### src/rtl/alol_pkg.sv
// Package for the anti-diagonal longest-ones-run core: shared types and constants.
package alol_pkg;

   localparam int RUN_W = 7;
   localparam int SIZE_W = 7;
   localparam logic [RUN_W-1:0] RUN_CAP = 7'd127;
   localparam logic [SIZE_W-1:0] SIZE_RESET = 7'd8;

   typedef struct packed {
      logic top_row;
      logic last_col;
      logic last_cell;
   } pos_flags_type;

endpackage

### src/rtl/alol_line_buf.sv
// Line buffer of per-column run lengths with registered read and write-to-read forwarding.
module alol_line_buf import alol_pkg::*; #(
   parameter int DEPTH = 64,
   parameter int AW = 6
) (
   input  logic             clock,
   input  logic             wr_en,
   input  logic [AW-1:0]    wr_addr,
   input  logic [RUN_W-1:0] wr_data,
   input  logic             rd_en,
   input  logic [AW-1:0]    rd_addr,
   output logic [RUN_W-1:0] rd_data
);

   logic [RUN_W-1:0] mem [DEPTH];
   logic [RUN_W-1:0] rd_data_ff;

   always_ff @(posedge clock) begin
      if (wr_en) begin
         mem[wr_addr] <= wr_data;
      end
   end

   // same-edge write to the address being fetched returns the new value
   always_ff @(posedge clock) begin
      if (rd_en) begin
         if (wr_en && (wr_addr == rd_addr)) begin
            rd_data_ff <= wr_data;
         end else begin
            rd_data_ff <= mem[rd_addr];
         end
      end
   end

   assign rd_data = rd_data_ff;

endmodule

### src/rtl/alol_scan_pos.sv
// Size register and row/column scan position with neighbor-fetch address.
module alol_scan_pos import alol_pkg::*; #(
   parameter int MAX_SIZE = 64,
   parameter int CW = 6
) (
   input  logic              clock,
   input  logic              reset,
   input  logic              cfg_we,
   input  logic [SIZE_W-1:0] cfg_data,
   input  logic              advance,
   output logic [CW-1:0]     col,
   output logic [CW-1:0]     fetch_addr,
   output pos_flags_type     flags
);

   localparam int ResetEff = (int'(SIZE_RESET) > MAX_SIZE) ? MAX_SIZE : int'(SIZE_RESET);

   logic [CW-1:0] last_ff, last_in;
   logic [CW-1:0] row_ff, row_in;
   logic [CW-1:0] col_ff, col_in;

   always_comb begin
      int unsigned eff;
      eff = int'(cfg_data);
      if (eff == 0) begin
         eff = 1;
      end
      if (eff > MAX_SIZE) begin
         eff = MAX_SIZE;
      end
      last_in = cfg_we ? CW'(eff - 1) : last_ff;
   end

   always_comb begin
      row_in = row_ff;
      col_in = col_ff;
      if (cfg_we) begin
         row_in = '0;
         col_in = '0;
      end else if (advance) begin
         if (col_ff != last_ff) begin
            col_in = col_ff + CW'(1);
         end else begin
            col_in = '0;
            row_in = (row_ff != last_ff) ? row_ff + CW'(1) : '0;
         end
      end
   end

   always_ff @(posedge clock) begin
      if (reset) begin
         last_ff <= CW'(ResetEff - 1);
         row_ff  <= '0;
         col_ff  <= '0;
      end else begin
         last_ff <= last_in;
         row_ff  <= row_in;
         col_ff  <= col_in;
      end
   end

   assign col = col_ff;
   assign fetch_addr = (col_ff != last_ff) ? col_ff + CW'(1) : '0;
   assign flags.top_row = (row_ff == '0);
   assign flags.last_col = (col_ff == last_ff);
   assign flags.last_cell = (col_ff == last_ff) && (row_ff == last_ff);

endmodule

### src/rtl/antidiagonal_longest_ones_run_core.sv
// Top level: longest run of ones along anti-diagonals of a streamed square matrix.
// A result is registered after the last cell of a matrix passes the input stage.
// One cell per cycle when not stalled; line buffer: one read and one write per cycle.
// The request side stalls only while a finished result waits and the next result is ready.
// Reset (synchronous): size 8, scan position and best run cleared, no result pending.
// The line buffer needs no clearing; entries are used only after the row above wrote them.
module antidiagonal_longest_ones_run_core import alol_pkg::*; #(
   parameter int MAX_SIZE = 64
) (
   input  logic              clock,
   input  logic              reset,
   input  logic              req_valid,
   output logic              req_stall,
   input  logic              req_cell_value,
   output logic              rsp_valid,
   input  logic              rsp_stall,
   output logic [RUN_W-1:0]  rsp_longest_run,
   input  logic              csr_valid,
   output logic              csr_ready,
   input  logic [SIZE_W-1:0] csr_size_in_use
);

   localparam int CW = (MAX_SIZE > 1) ? $clog2(MAX_SIZE) : 1;

   logic             accept;
   logic             cfg_we;
   logic [CW-1:0]    pos_col;
   logic [CW-1:0]    fetch_addr;
   pos_flags_type    pos_flags;
   logic [RUN_W-1:0] up_right_run;

   logic             s1_valid_ff, s1_valid_in;
   logic             s1_cell_ff;
   logic [CW-1:0]    s1_col_ff;
   pos_flags_type    s1_flags_ff;
   logic             s1_fire;

   logic [RUN_W-1:0] prev_run;
   logic [RUN_W-1:0] run;
   logic [RUN_W-1:0] best_next;
   logic [RUN_W-1:0] best_ff, best_in;

   logic             rsp_valid_ff, rsp_valid_in;
   logic [RUN_W-1:0] rsp_run_ff;

   assign csr_ready = 1'b1;
   assign cfg_we = csr_valid && csr_ready;

   assign s1_fire = s1_valid_ff && !(s1_flags_ff.last_cell && rsp_valid_ff && rsp_stall);
   assign req_stall = s1_valid_ff && !s1_fire;
   assign accept = req_valid && !req_stall;

   alol_scan_pos #(
      .MAX_SIZE (MAX_SIZE),
      .CW       (CW)
   ) u_pos (
      .clock      (clock),
      .reset      (reset),
      .cfg_we     (cfg_we),
      .cfg_data   (csr_size_in_use),
      .advance    (accept),
      .col        (pos_col),
      .fetch_addr (fetch_addr),
      .flags      (pos_flags)
   );

   alol_line_buf #(
      .DEPTH (MAX_SIZE),
      .AW    (CW)
   ) u_line (
      .clock   (clock),
      .wr_en   (s1_fire),
      .wr_addr (s1_col_ff),
      .wr_data (run),
      .rd_en   (accept),
      .rd_addr (fetch_addr),
      .rd_data (up_right_run)
   );

   always_comb begin
      prev_run = (s1_flags_ff.top_row || s1_flags_ff.last_col) ? '0 : up_right_run;
      if (!s1_cell_ff) begin
         run = '0;
      end else if (prev_run == RUN_CAP) begin
         run = RUN_CAP;
      end else begin
         run = prev_run + RUN_W'(1);
      end
      best_next = (run > best_ff) ? run : best_ff;
   end

   always_comb begin
      s1_valid_in = s1_valid_ff;
      if (accept) begin
         s1_valid_in = 1'b1;
      end else if (s1_fire) begin
         s1_valid_in = 1'b0;
      end

      best_in = best_ff;
      if (cfg_we) begin
         best_in = '0;
      end else if (s1_fire) begin
         best_in = s1_flags_ff.last_cell ? '0 : best_next;
      end

      rsp_valid_in = rsp_valid_ff;
      if (s1_fire && s1_flags_ff.last_cell) begin
         rsp_valid_in = 1'b1;
      end else if (!rsp_stall) begin
         rsp_valid_in = 1'b0;
      end
   end

   always_ff @(posedge clock) begin
      if (reset) begin
         s1_valid_ff  <= 1'b0;
         best_ff      <= '0;
         rsp_valid_ff <= 1'b0;
      end else begin
         s1_valid_ff  <= s1_valid_in;
         best_ff      <= best_in;
         rsp_valid_ff <= rsp_valid_in;
      end
   end

   always_ff @(posedge clock) begin
      if (accept) begin
         s1_cell_ff  <= req_cell_value;
         s1_col_ff   <= pos_col;
         s1_flags_ff <= pos_flags;
      end
      if (s1_fire && s1_flags_ff.last_cell) begin
         rsp_run_ff <= best_next;
      end
   end

   assign rsp_valid = rsp_valid_ff;
   assign rsp_longest_run = rsp_run_ff;

endmodule

### config.mk
export PLATFORM = sky130hd
export DESIGN_NAME = antidiagonal_longest_ones_run_core
export DESIGN_NICKNAME = d
export VERILOG_FILES = /design/src/rtl/alol_pkg.sv /design/src/rtl/alol_line_buf.sv /design/src/rtl/alol_scan_pos.sv /design/src/rtl/antidiagonal_longest_ones_run_core.sv
export SDC_FILE = /design/constraint.sdc
export NUM_CORES = 1
export LEC_CHECK = 0
export ABC_CLOCK_PERIOD_IN_PS = 7600
export BUFFER_PORTS_ARGS = -buffer_cell sky130_fd_sc_hd__buf_2
export CORE_ASPECT_RATIO = 1.5
export CORE_MARGIN = 10
export CORE_UTILIZATION = 35
export DETAILED_ROUTE_END_ITERATION = 7
export PLACE_DENSITY_LB_ADDON = 0.05
export SYNTH_ARGS = -nofsm -noshare
export SYNTH_HDL_FRONTEND = slang
export SYNTH_SLANG_ARGS = --single-unit
### constraint.sdc
create_clock -name clock -period 7.6 [get_ports clock]
set_clock_uncertainty 0.2 [all_clocks]
set_input_delay 0.38 -clock clock [delete_from_list [all_inputs] [get_ports clock]]
set_output_delay 0.38 -clock clock [all_outputs]
set_load 0.02 [all_outputs]
==> results of run 1 <==
how the worst max path moves through the flow:
stage                              endpoint  slack [ns]  depth (start not counted)
after detailed placement  u_line.rd_data[0]        2.98                         10
after CTS                 u_line.rd_data[0]        2.94                         10
after floorplan                  best_ff[1]        2.27                         15
after global routing      u_line.rd_data[0]        2.66                         10
after global placement    u_line.rd_data[2]        2.83                          7
final                     u_line.rd_data[0]        3.00                         10
power by group through the flow:
| stage | clock network (mW) | registers [mW] | logic [mW] |
|---|---|---|---|
| 3_3_place_gp | 0 | 3.06 | 0.218 |
| 3_5_place_dp | 0 | 3.06 | 0.218 |
| 6_report | 2.37 | 3.00 | 0.222 |
| 5_1_grt | 2.53 | 3.00 | 0.236 |
| 4_1_cts | 2.44 | 3.00 | 0.224 |
| 2_1_floorplan | 0 | 3.05 | 0.136 |
state kept, by name, summed over array words and instances, names as in the netlist:
| name | cells |
|---|---|
| best_ff | 7 |
| rsp_longest_run | 7 |
| rsp_valid | 1 |
| s1_cell_ff | 1 |
| s1_col_ff | 6 |
| s1_flags_ff | 3 |
| s1_valid_ff | 1 |
| u_line.mem | 448 |
| u_line.rd_data | 7 |
| u_pos.col | 6 |
| u_pos.last_ff | 6 |
| u_pos.row_ff | 6 |
through the flow:
stage / area, um2 / utilization (%) / hold slack [ns] / std cells
floorplan: 20900 / - / 0.209 / 1399
global placement: 21900 / 37.0 / 0.313 / 2142
detailed placement: 21900 / 37.0 / 0.319 / 2142
CTS: 23500 / 39.8 / 0.0215 / 2246
global route: 23500 / 39.8 / 0.0638 / 2246
finish: 23500 / 39.8 / 0.0510 / 2246
kinds of logic (layout without fill, tap and decap cells):
family | Yosys count | in the layout | share of synthesized area [%]
other | 1 | 1 | 0.0179
multiplexers | 124 | 124 | 8.33
AND/OR/NAND/NOR | 346 | 346 | 7.51
flip-flops | 499 | 499 | 70.4
AO/OA/AOI/OAI | 282 | 282 | 9.27
buffers and inverters | 105 | 175 | 2.35
adder cells (fa/ha/maj) | 12 | 12 | 0.718
XOR/XNOR | 30 | 30 | 1.40
metal layers:
metal	up-vias	part of all wire, %	global-route usage, %
li1	5525	-	-
met1	6419	41	22.2
met2	314	51	31.0
met3	105	3.9	2.53
met4	0	4.8	8.72
met5	-	0	0
critical path, cell delays in order, from the launching register on:
cell      delay [ns]
dfxtp_4         0.61
buf_4           0.80
nand3_1         0.44
xor2_2          0.25
buf_4           0.23
a21oi_1         0.45
buf_4           0.27
xnor2_1         0.13
nand4_1         0.46
or2_2           0.48
o311ai_1        0.07
cell usage in the layout, fill, tap and decap left out, types with 10 or more instances in the layout:
cell           synthesis  layout
a211oi_1              15      15
a21oi_1               60      60
a22oi_1               17      17
a31oi_1               14      14
buf_2                 41      21
buf_4                 10      31
clkbuf_1              30      16
clkbuf_16              0      51
clkinv_1               0      12
dfxtp_1               27      26
dlygate4sd3_1          0      14
edfxtp_1             472     472
ha_1                  12      11
inv_1                 19      18
mux2_2                19      19
mux2i_1               67      67
mux4_2                38      38
nand2_1               85      85
nand3_1               30      30
nor2_1               138     138
nor3_1                21      21
o211ai_1              14      14
o21ai_0               45      44
o221ai_1              11      11
o22ai_1               21      21
o31ai_1               10      10
xnor2_1               13      12
xor2_1                13      12
final cells by class:
class / instances / share of cell area (%)
Tap cell: 777 / 4.13
Multi-Input combinational cell: 795 / 24.5
Clock buffer: 67 / 5.68
Timing Repair Buffer: 66 / 2.03
Clock inverter: 23 / 0.771
Inverter: 19 / 0.303
Sequential cell: 499 / 62.6
==> results.md, run 1 <==
- Post-Syn Area: ~0.021 mm2
- Initial Util: 35.4%
- Post-Route WL: 64600 um
- Top cells by count, synth: 472 x edfxtp_1, 138 x nor2_1, 85 x nand2_1
- VDD IR-drop max: 0.000152 V
- Net Count, Synth: 1424
- Worst-path clk slew: roughly 0.070 ns
- Synth top area share: 67.8%
- Rel. slew slack: 26.9%
- Layout cells sized above 1: 14.0%
- R2R cell count: 10
- Slew @ Worst Pin: about 1.1 ns
- Hold_sp: csr_size_in_use[6]
- Synth async-reset ratio: 0%
- Wire length per cell: 28.7 um
- Critical path class: reg -> reg
- Sequential Power Share: a little over half
- Sw Pwr: 1.21 mW
- Nets: 1456
- Reported max-cap violation count: 0
- Fin crit share: 60.6%
- Setup TNS Final: 0 ns
- 1st-pass router iterations: 5
- Setup violators final: 0
- Clk sinks: 499
- Synth Register Bits: 499
- Number of routed nets with antenna violations: 0
- Vias in the first global route: 12500
- LEAKAGE: 7.84 nW
- RSZ-0062 raised after global routing: false
- Critical path arrival: just under 5 ns
- Clock Latency Late Sink: 0.59 ns
- DPL Wire Length: 40800 um
- Placer's final routability congestion estimate: 0.870
- IO Count: 23
- Min-Delay Endpoint: u_pos.last_ff[0]
- Clock Tree Root: clkbuf_16
- Max Root-Sink Buffers: 3
- Sequential share of the synthesized area: 70.4%
- Clock power frac: between 40% and 50%
- Die X: 220 um
- DR vias: 12400
- Grt ovf: 0
- Internal: 4.38 mW
- Inserted Diodes: 0
- Hold Path Stages: 3
- Post_cts resized: 0
- Switching portion of total power: 21.6%
- CTS tree: built
- Crit Reg-Reg Startpoint: u_pos.col[0]
- Final hold viol count: 0
- Cells after Synth: 1399
- Pre-CTS setup slack: 2.98 ns
- Postcts setup bufs: 0
- Final Slew Violations: 0
- Critical Path RT: 7.80 ns
- Dominant cell type by area after synthesis: edfxtp_1
- Count leader, synth: edfxtp_1
- Largest net degree at the start of global routing: 68
- Total track usage: 18.2%
- Synth cell types: 74
- Area Growth Syn to Fin: 12.5%
- Die height: roughly 320 um
- Synth Flop Type: edfxtp_1
- Syn avg cell area: 14.9 um2
- Die footprint: 0.0701 mm2
- DRC errors left: 0
- CP max FO: 58
- Reg area: around 0.015 mm2
- Crit. End Element: flip-flop
- Port Buffer Count: 21
- Combinational power share: around 4%
- Via density: 5.50
- Row cnt: 109
- PnR worst setup slack: ~3 ns
- Initial antenna violation count: 0
- Post-synth EDFFs: 472
- Post-CTS Hold Buffers: 14
- Min-delay worst type: in -> reg
- Core Footprint: 0.0591 mm2
- Top cells by area, synth: edfxtp_1 68%, mux4_2 4.1%, mux2i_1 3.2%
- CP startpoint: u_pos.col[0]
- Synth warn: 0
- Global-route wire length before repair: 91800 um
- Startpoint types: flip-flop
- FF-to-FF setup slack: approximately 3 ns
- Power per Cell Area: 238 mW/mm2
- Status: complete, no violations
- Design Power: ~5.6 mW
- Worst r2r dst: u_line.rd_data[0]
- Fillers: around 5400
- H-tree levels: 2
- CTS Buf Count: 50
- Fmax: 0.217 GHz
- Starting DRT DRC Count: approximately 1000
- Fin crit period: about 4.6 ns
- Multi-input logic area: a little under 0.006 mm2
No activity file was read; power rests on OpenSTA's default activity.
==> run 2: changes to the inputs <==
ABC_CLOCK_PERIOD_IN_PS = 4400   (was 7600)
clock period = 4.4 ns   (was 7.6 ns; I/O delays follow)
==> run 2 against run 1 <==
Against the previous run:
- cell count increased by 3.2%
- register-to-register slack lost 2.4 ns
- flip-flop and latch count stayed put
- fmax is 22% higher
- clock power increased by 78%
- non-clock buffer count is 70 higher
- global-route usage rose by 0.13 points
- sequential power up 73%
- clock-buffer cell count is 3 lower
- design area up 2.6%
- first-iteration DRC count shrank 7.8%
- critical path type unchanged
- largest cell class unchanged
- largest power group unchanged
- highest routed layer unchanged
==> results.md, run 2 (synthesis gave the netlist of run 1 again) <==
- Power per Cell Area: 406 mW/mm2
- Hold_sp: csr_size_in_use[2]
- Row cnt: 109
- Final hold viol count: 0
- CP Depth: 15
- Setup TNS Final: 0 ns
- Reg with most FFs: u_line.mem
- Slew @ Worst Pin: 0.937 ns
- IO Count: 23
- Setup violators final: 0
- Grt ovf: 0
- Worst-path clk slew: 0.06 ns
- Starting DRT DRC Count: 955
- FF-to-FF setup slack: around 0.63 ns
- Critical path class: reg -> reg
- Critical path arrival: approximately 4.0 ns
- VDD IR-drop max: 0.000278 V
- Via density: ~5.4
- CTS tree: built
- Initial antenna violation count: 0
- Critical Path RT: 4.67 ns
- CP startpoint: s1_flags_ff[1]
- Critical path's slowest cell: edfxtp_1
- Post_cts resized: 0
- LEAKAGE: 8.23 nW
- Internal: roughly 7.7 mW
- Die footprint: about 0.070 mm2
- DPL Wire Length: about 42000 um
- Min Hold Slack: ~0.028 ns
- Die height: approximately 320 um
- RSZ-0062 raised after global routing: false
- Crit path capture: best_ff[0]
- Largest net degree at the start of global routing: 68
- Die X: roughly 220 um
- Crit Reg-Reg Startpoint: s1_flags_ff[1]
- Global-route wire length before repair: 93600 um
- Port Buffer Count: 21
- Slowest stage delay, CP: 0.41 ns
- Number of routed nets with antenna violations: 0
- Layout cells sized above 1: 18.0%
- CP max FO: 8
- Post-Route WL: between 60000 and 70000 um
- Fin crit share: about 86%
- Cells along the critical path: nor2_1 -> nand2_1 -> inv_1 -> ha_1 -> and3_1 -> and3_1 -> o21ai_0 -> ha_1 -> nand3_1 -> or2_2 -> o31ai_2 -> buf_4 -> mux2_2 -> a22oi_1 -> nor2_1
- H-tree levels: 2
- Clock Tree Root: clkbuf_16
- Crit. End Element: flip-flop
- Clk sinks: 499
- Switching portion of total power: approximately 22%
- 1st-pass router iterations: 5
- Combinational power share: 4.0%
- Max Root-Sink Buffers: 3
- Design Power: 9.79 mW
- Fin crit period: 3.77 ns
- R2R cell count: 15
- Worst r2r dst: best_ff[0]
- Clock Latency Late Sink: 0.60 ns
- Clock power frac: a little over two fifths
- CTS Buf Count: between 50 and 60
- Reported max-cap violation count: 0
- Max FFs per register: 448
- Min-delay worst type: in -> reg
- Commonest non-fill, non-tap cells in the layout: 472 x edfxtp_1, 138 x nor2_1, 97 x buf_4, 85 x nand2_1, 67 x mux2i_1
- Core Footprint: 0.0591 mm2
- Total track usage: about 18%
- Placer's final routability congestion estimate: 0.854
- DR vias: 12600
- Rel. slew slack: 37.6%
- Area Growth Syn to Fin: 15.5%
- Status: complete, no violations
- Fmax: roughly 0.27 GHz
- Sw Pwr: 2.13 mW
- Vias in the first global route: ~13000
- CP bufs+invs: 2
- Commonest non-fill, non-tap cell in the layout: edfxtp_1
- Inserted Diodes: 0
- Postcts setup bufs: 0
- Final Slew Violations: 0
- Wire length per cell: 27.7 um
- Startpoint types: flip-flop
- DRC errors left: 0
- Nets: 1528
- Sequential Power Share: approximately 53%
- Family with the most delay on the worst path: simple AND/OR/NAND/NOR gates
- Initial Util: 35.4%
run 2: cell count changes in the layout (fill, tap and decap cells not counted), sizes merged:
cell         change
buf             +69
clkbuf           -3
clkinvlp         +3
clkinv           +1
dlygate4sd3      +1
inv              +1
run 2: power by group through the flow:
| stage | sequential (mW) | combinational (mW) | clock (mW) |
|---|---|---|---|
| final | 5.18 | 0.394 | 4.22 |
| after global routing | 5.18 | 0.422 | 4.51 |
| after CTS | 5.18 | 0.401 | 4.33 |
| after detailed placement | 5.28 | 0.389 | 0 |
| after global placement | 5.28 | 0.390 | 0 |
| after floorplan | 5.26 | 0.235 | 0 |
run 2: cell type report:
class	count	area, um2
clock buffers	64	1370
fillers	5493	34900
repair buffers	136	1040
multi-input cells	795	5750
flip-flops and latches	499	14700
well taps	777	972
inverters	19	71.3
clock inverters	28	216
run 2: worst min-delay path by stage:
stage	to	cells after the start
global placement	s1_cell_ff	1
finish	u_pos.last_ff[2]	5
CTS	u_pos.last_ff[2]	5
detailed placement	s1_cell_ff	1
floorplan	s1_cell_ff	0
global route	u_pos.last_ff[2]	5
run 2: metrics by stage:
step	cells	util, %	instance area (um2)	setup WS, ns
after floorplan	1399	-	20900	0.0689
after global placement	2211	37.9	22400	0.583
after detailed placement	2211	37.9	22400	0.651
after CTS	2318	40.9	24100	0.631
after global routing	2318	40.9	24100	0.329
final	2318	40.9	24100	0.628
run 2: what timing repair did:
action | CTS | global route
setup endpoints to repair | 0 | 0
hold endpoints to repair | 15 | 0
hold buffers | 15 | 0
run 2: tightest hold or removal path, delay by kind of cell:
kind            cells  cell delay (ns)
buf+inv             1             0.10
xor+xnor            1             0.08
compound gates      1             0.12
simple gates        2             0.26
run 2: metal layers:
metal	vias up	wire, um	global-route usage, %
met5	-	0	0
met4	0	2150	6.56
met3	106	2770	2.45
met2	346	33300	32.3
met1	6448	26000	22.3
li1	5663	-	-
==> run 3: changes to the inputs <==
ABC_AREA = 1   (was unset)
==> run 3 against run 2 <==
Against the previous run:
- register-to-register slack worse by 0.14 ns
- non-clock buffer count is 46 lower
- sequential share of layout area decreased by 2.2 points
- cell count increased by 27%
- utilization shrank 0.72 points
- via count up 20%
- global-route usage down 0.84 points
- worst hold slack improved by 0.046 ns
==> results.md, run 3 <==
- Commonest non-fill, non-tap cell in the layout: nand2_1
- Startpoint types: flip-flop
- Critical path class: reg -> reg
- Setup violators final: 0
- Placer's final routability congestion estimate: 0.829
- Die height: 328 um
- Synth cell types: 38
- Reg with most FFs: u_line.mem
- VDD IR-drop max: 0.000284 V
- DR vias: around 15000
- Largest net degree at the start of global routing: roughly 110
- Dominant cell type by area after synthesis: edfxtp_1
- Critical path arrival: 4.24 ns
- IO Count: 23
- CTS tree: built
- FF-to-FF setup slack: 0.49 ns
- Row cnt: ~110
- Commonest non-fill, non-tap cells in the layout: 487 x nand2_1, 472 x edfxtp_1, 461 x nand3_1, 200 x inv_1, 99 x nor2_1
- Fin crit share: 89.0%
- Synth async-reset ratio: 0%
- Post-synth EDFFs: 472
- Power per Cell Area: 409 mW/mm2
- Starting DRT DRC Count: between 1000 and 1500
- Worst-path clk slew: 0.06 ns
- Synth top area share: 64.2%
- CP max FO: 8
- Clk sinks: 499
- Setup TNS Final: 0 ns
- Nets: 2148
- LEAKAGE: 9.76 nW
- Reported max-cap violation count: 0
- Most frequent CP cell: inv_1
- Count leader, synth: nand2_1
- Synth warn: 0
- Grt ovf: 0
- Status: complete, no violations
- Clock Tree Root: clkbuf_16
- Total track usage: 17.5%
- Global-route wire length before repair: 97200 um
- Sequential share of the synthesized area: 66.6%
- Final Slew Violations: 0
- Crit. End Element: flip-flop
- Fin crit period: 3.91 ns
- DPL Wire Length: ~38000 um
- 1st-pass router iterations: 6
- PnR worst setup slack: 0.485 ns
- Layout cells sized above 1: 9.97%
- Syn avg cell area: between 10 and 15 um2
- Critical path's slowest cell: edfxtp_1
- Vias in the first global route: 15200
- Clock Latency Late Sink: approximately 0.63 ns
- Fillers: 6029
- Min-delay worst type: in -> reg
- Synth Flop Type: edfxtp_1
- Via density: 5.12
- H-tree levels: 2
- Rel. slew slack: slightly below 30%
- Initial antenna violation count: 0
- Max FFs per register: 448
- Core Footprint: 0.0624 mm2
- Synth Register Bits: 499
- Area Growth Syn to Fin: 13.4%
- Number of routed nets with antenna violations: 0
- Port Buffer Count: 21
- Cells along the critical path: nor2_2 -> inv_1 -> nor2_2 -> ha_1 -> inv_1 -> nor3_1 -> nand3_1 -> nor2_1 -> inv_1 -> a21oi_4 -> inv_1 -> ha_1 -> o21ai_0 -> nand2_1 -> o211ai_1 -> and2_1 -> inv_1 -> o21ai_0 -> nand2_1 -> a21oi_1
- Post-Route WL: 65100 um
- Initial Util: around 35%
- Die X: ~230 um
- Critical Path RT: roughly 4.7 ns
- Die footprint: 0.0738 mm2
- Cells after Synth: 2099
- RSZ-0062 raised after global routing: false
- Max Root-Sink Buffers: 3
- Wire length per cell: 22.0 um
- Fmax: 0.255 GHz
- Final hold viol count: 0
- Slew @ Worst Pin: 1.07 ns
- Post-Syn Area: 0.0221 mm2
- CTS Buf Count: 52
- DRC errors left: 0
- Top cells by count, synth: 489 x nand2_1, 472 x edfxtp_1, 461 x nand3_1
- Slowest stage delay, CP: 0.37 ns
- Pre-CTS setup slack: ~0.4 ns
- Inserted Diodes: 0
- Top cells by area, synth: edfxtp_1 64%, nand3_1 10%, nand2_1 8.3%
- Net Count, Synth: 2124
==> run 3: what timing repair did <==
action                                  4_1_cts  5_1_grt
setup buffers                                 0        0
hold endpoints to repair                     15        0
gates resized for setup                       0        2
hold buffers                                 16        0
endpoints found under the setup margin        0        7
==> run 3: cell type report <==
cell class	instances	area [um2]	area share, %
Sequential cell	499	14700	58.8
Multi-Input combinational cell	1267	6140	24.5
Clock buffer	66	1400	5.58
Tap cell	798	998	3.99
Inverter	213	805	3.21
Timing Repair Buffer	90	726	2.90
Clock inverter	21	262	1.04
==> run 3: final timing paths <==
check / cells past startpoint / end / start
setup / recovery: 20 / best_ff[1] / s1_flags_ff[1]
hold / removal: 4 / s1_flags_ff[0] / req_valid
setup reg to reg: 20 / best_ff[1] / s1_flags_ff[1]
hold reg to reg: 2 / best_ff[2] / best_ff[2]
==> run 3: critical path: cells and delay by family, from the launching register on <==
family	cells	cell delay (ns)
simple gates	8	1.47
compound gates	5	0.83
fa+ha+maj	2	0.39
buf+inv	5	0.59
flops	1	0.37
==> run 3: cell families after synthesis <==
logic type	synth area share (%)
AND/OR/NAND/NOR	22.9
other	0.0170
AO/OA/AOI/OAI	3.52
adder cells (fa/ha/maj)	0.680
flip-flops	66.6
buffers and inverters	5.97
XOR/XNOR	0.278
==> run 3: metrics by stage <==
stage               power [mW]  util (%)  instances  cell area, um2  hold slack (ns)
global route              10.6      40.2       2954           25000           0.0976
global placement          5.90      37.2       2851           23200            0.202
finish                    10.2      40.2       2954           25000           0.0740
CTS                       10.3      40.1       2954           25000           0.0470
floorplan                 5.67         -       2099           22100           0.0924
detailed placement        5.90      37.2       2851           23200            0.203
==> run 3: routing by layer <==
| layer | vias to the layer above | track usage, % | wire length, um |
|---|---|---|---|
| li1 | 7297 | - | - |
| met1 | 7409 | 21.1 | 26800 |
| met2 | 330 | 31.4 | 33600 |
| met3 | 88 | 2.47 | 2730 |
| met4 | 0 | 5.84 | 1950 |
| met5 | - | 0 | 0 |
==> run 3: where the power goes <==
group          total (mW)  switching [mW]  leakage, nW  internal (mW)
sequential           5.18          0.0201         4.89           5.16
clock                4.43            1.86        0.800           2.57
combinational       0.624           0.450         4.07          0.174
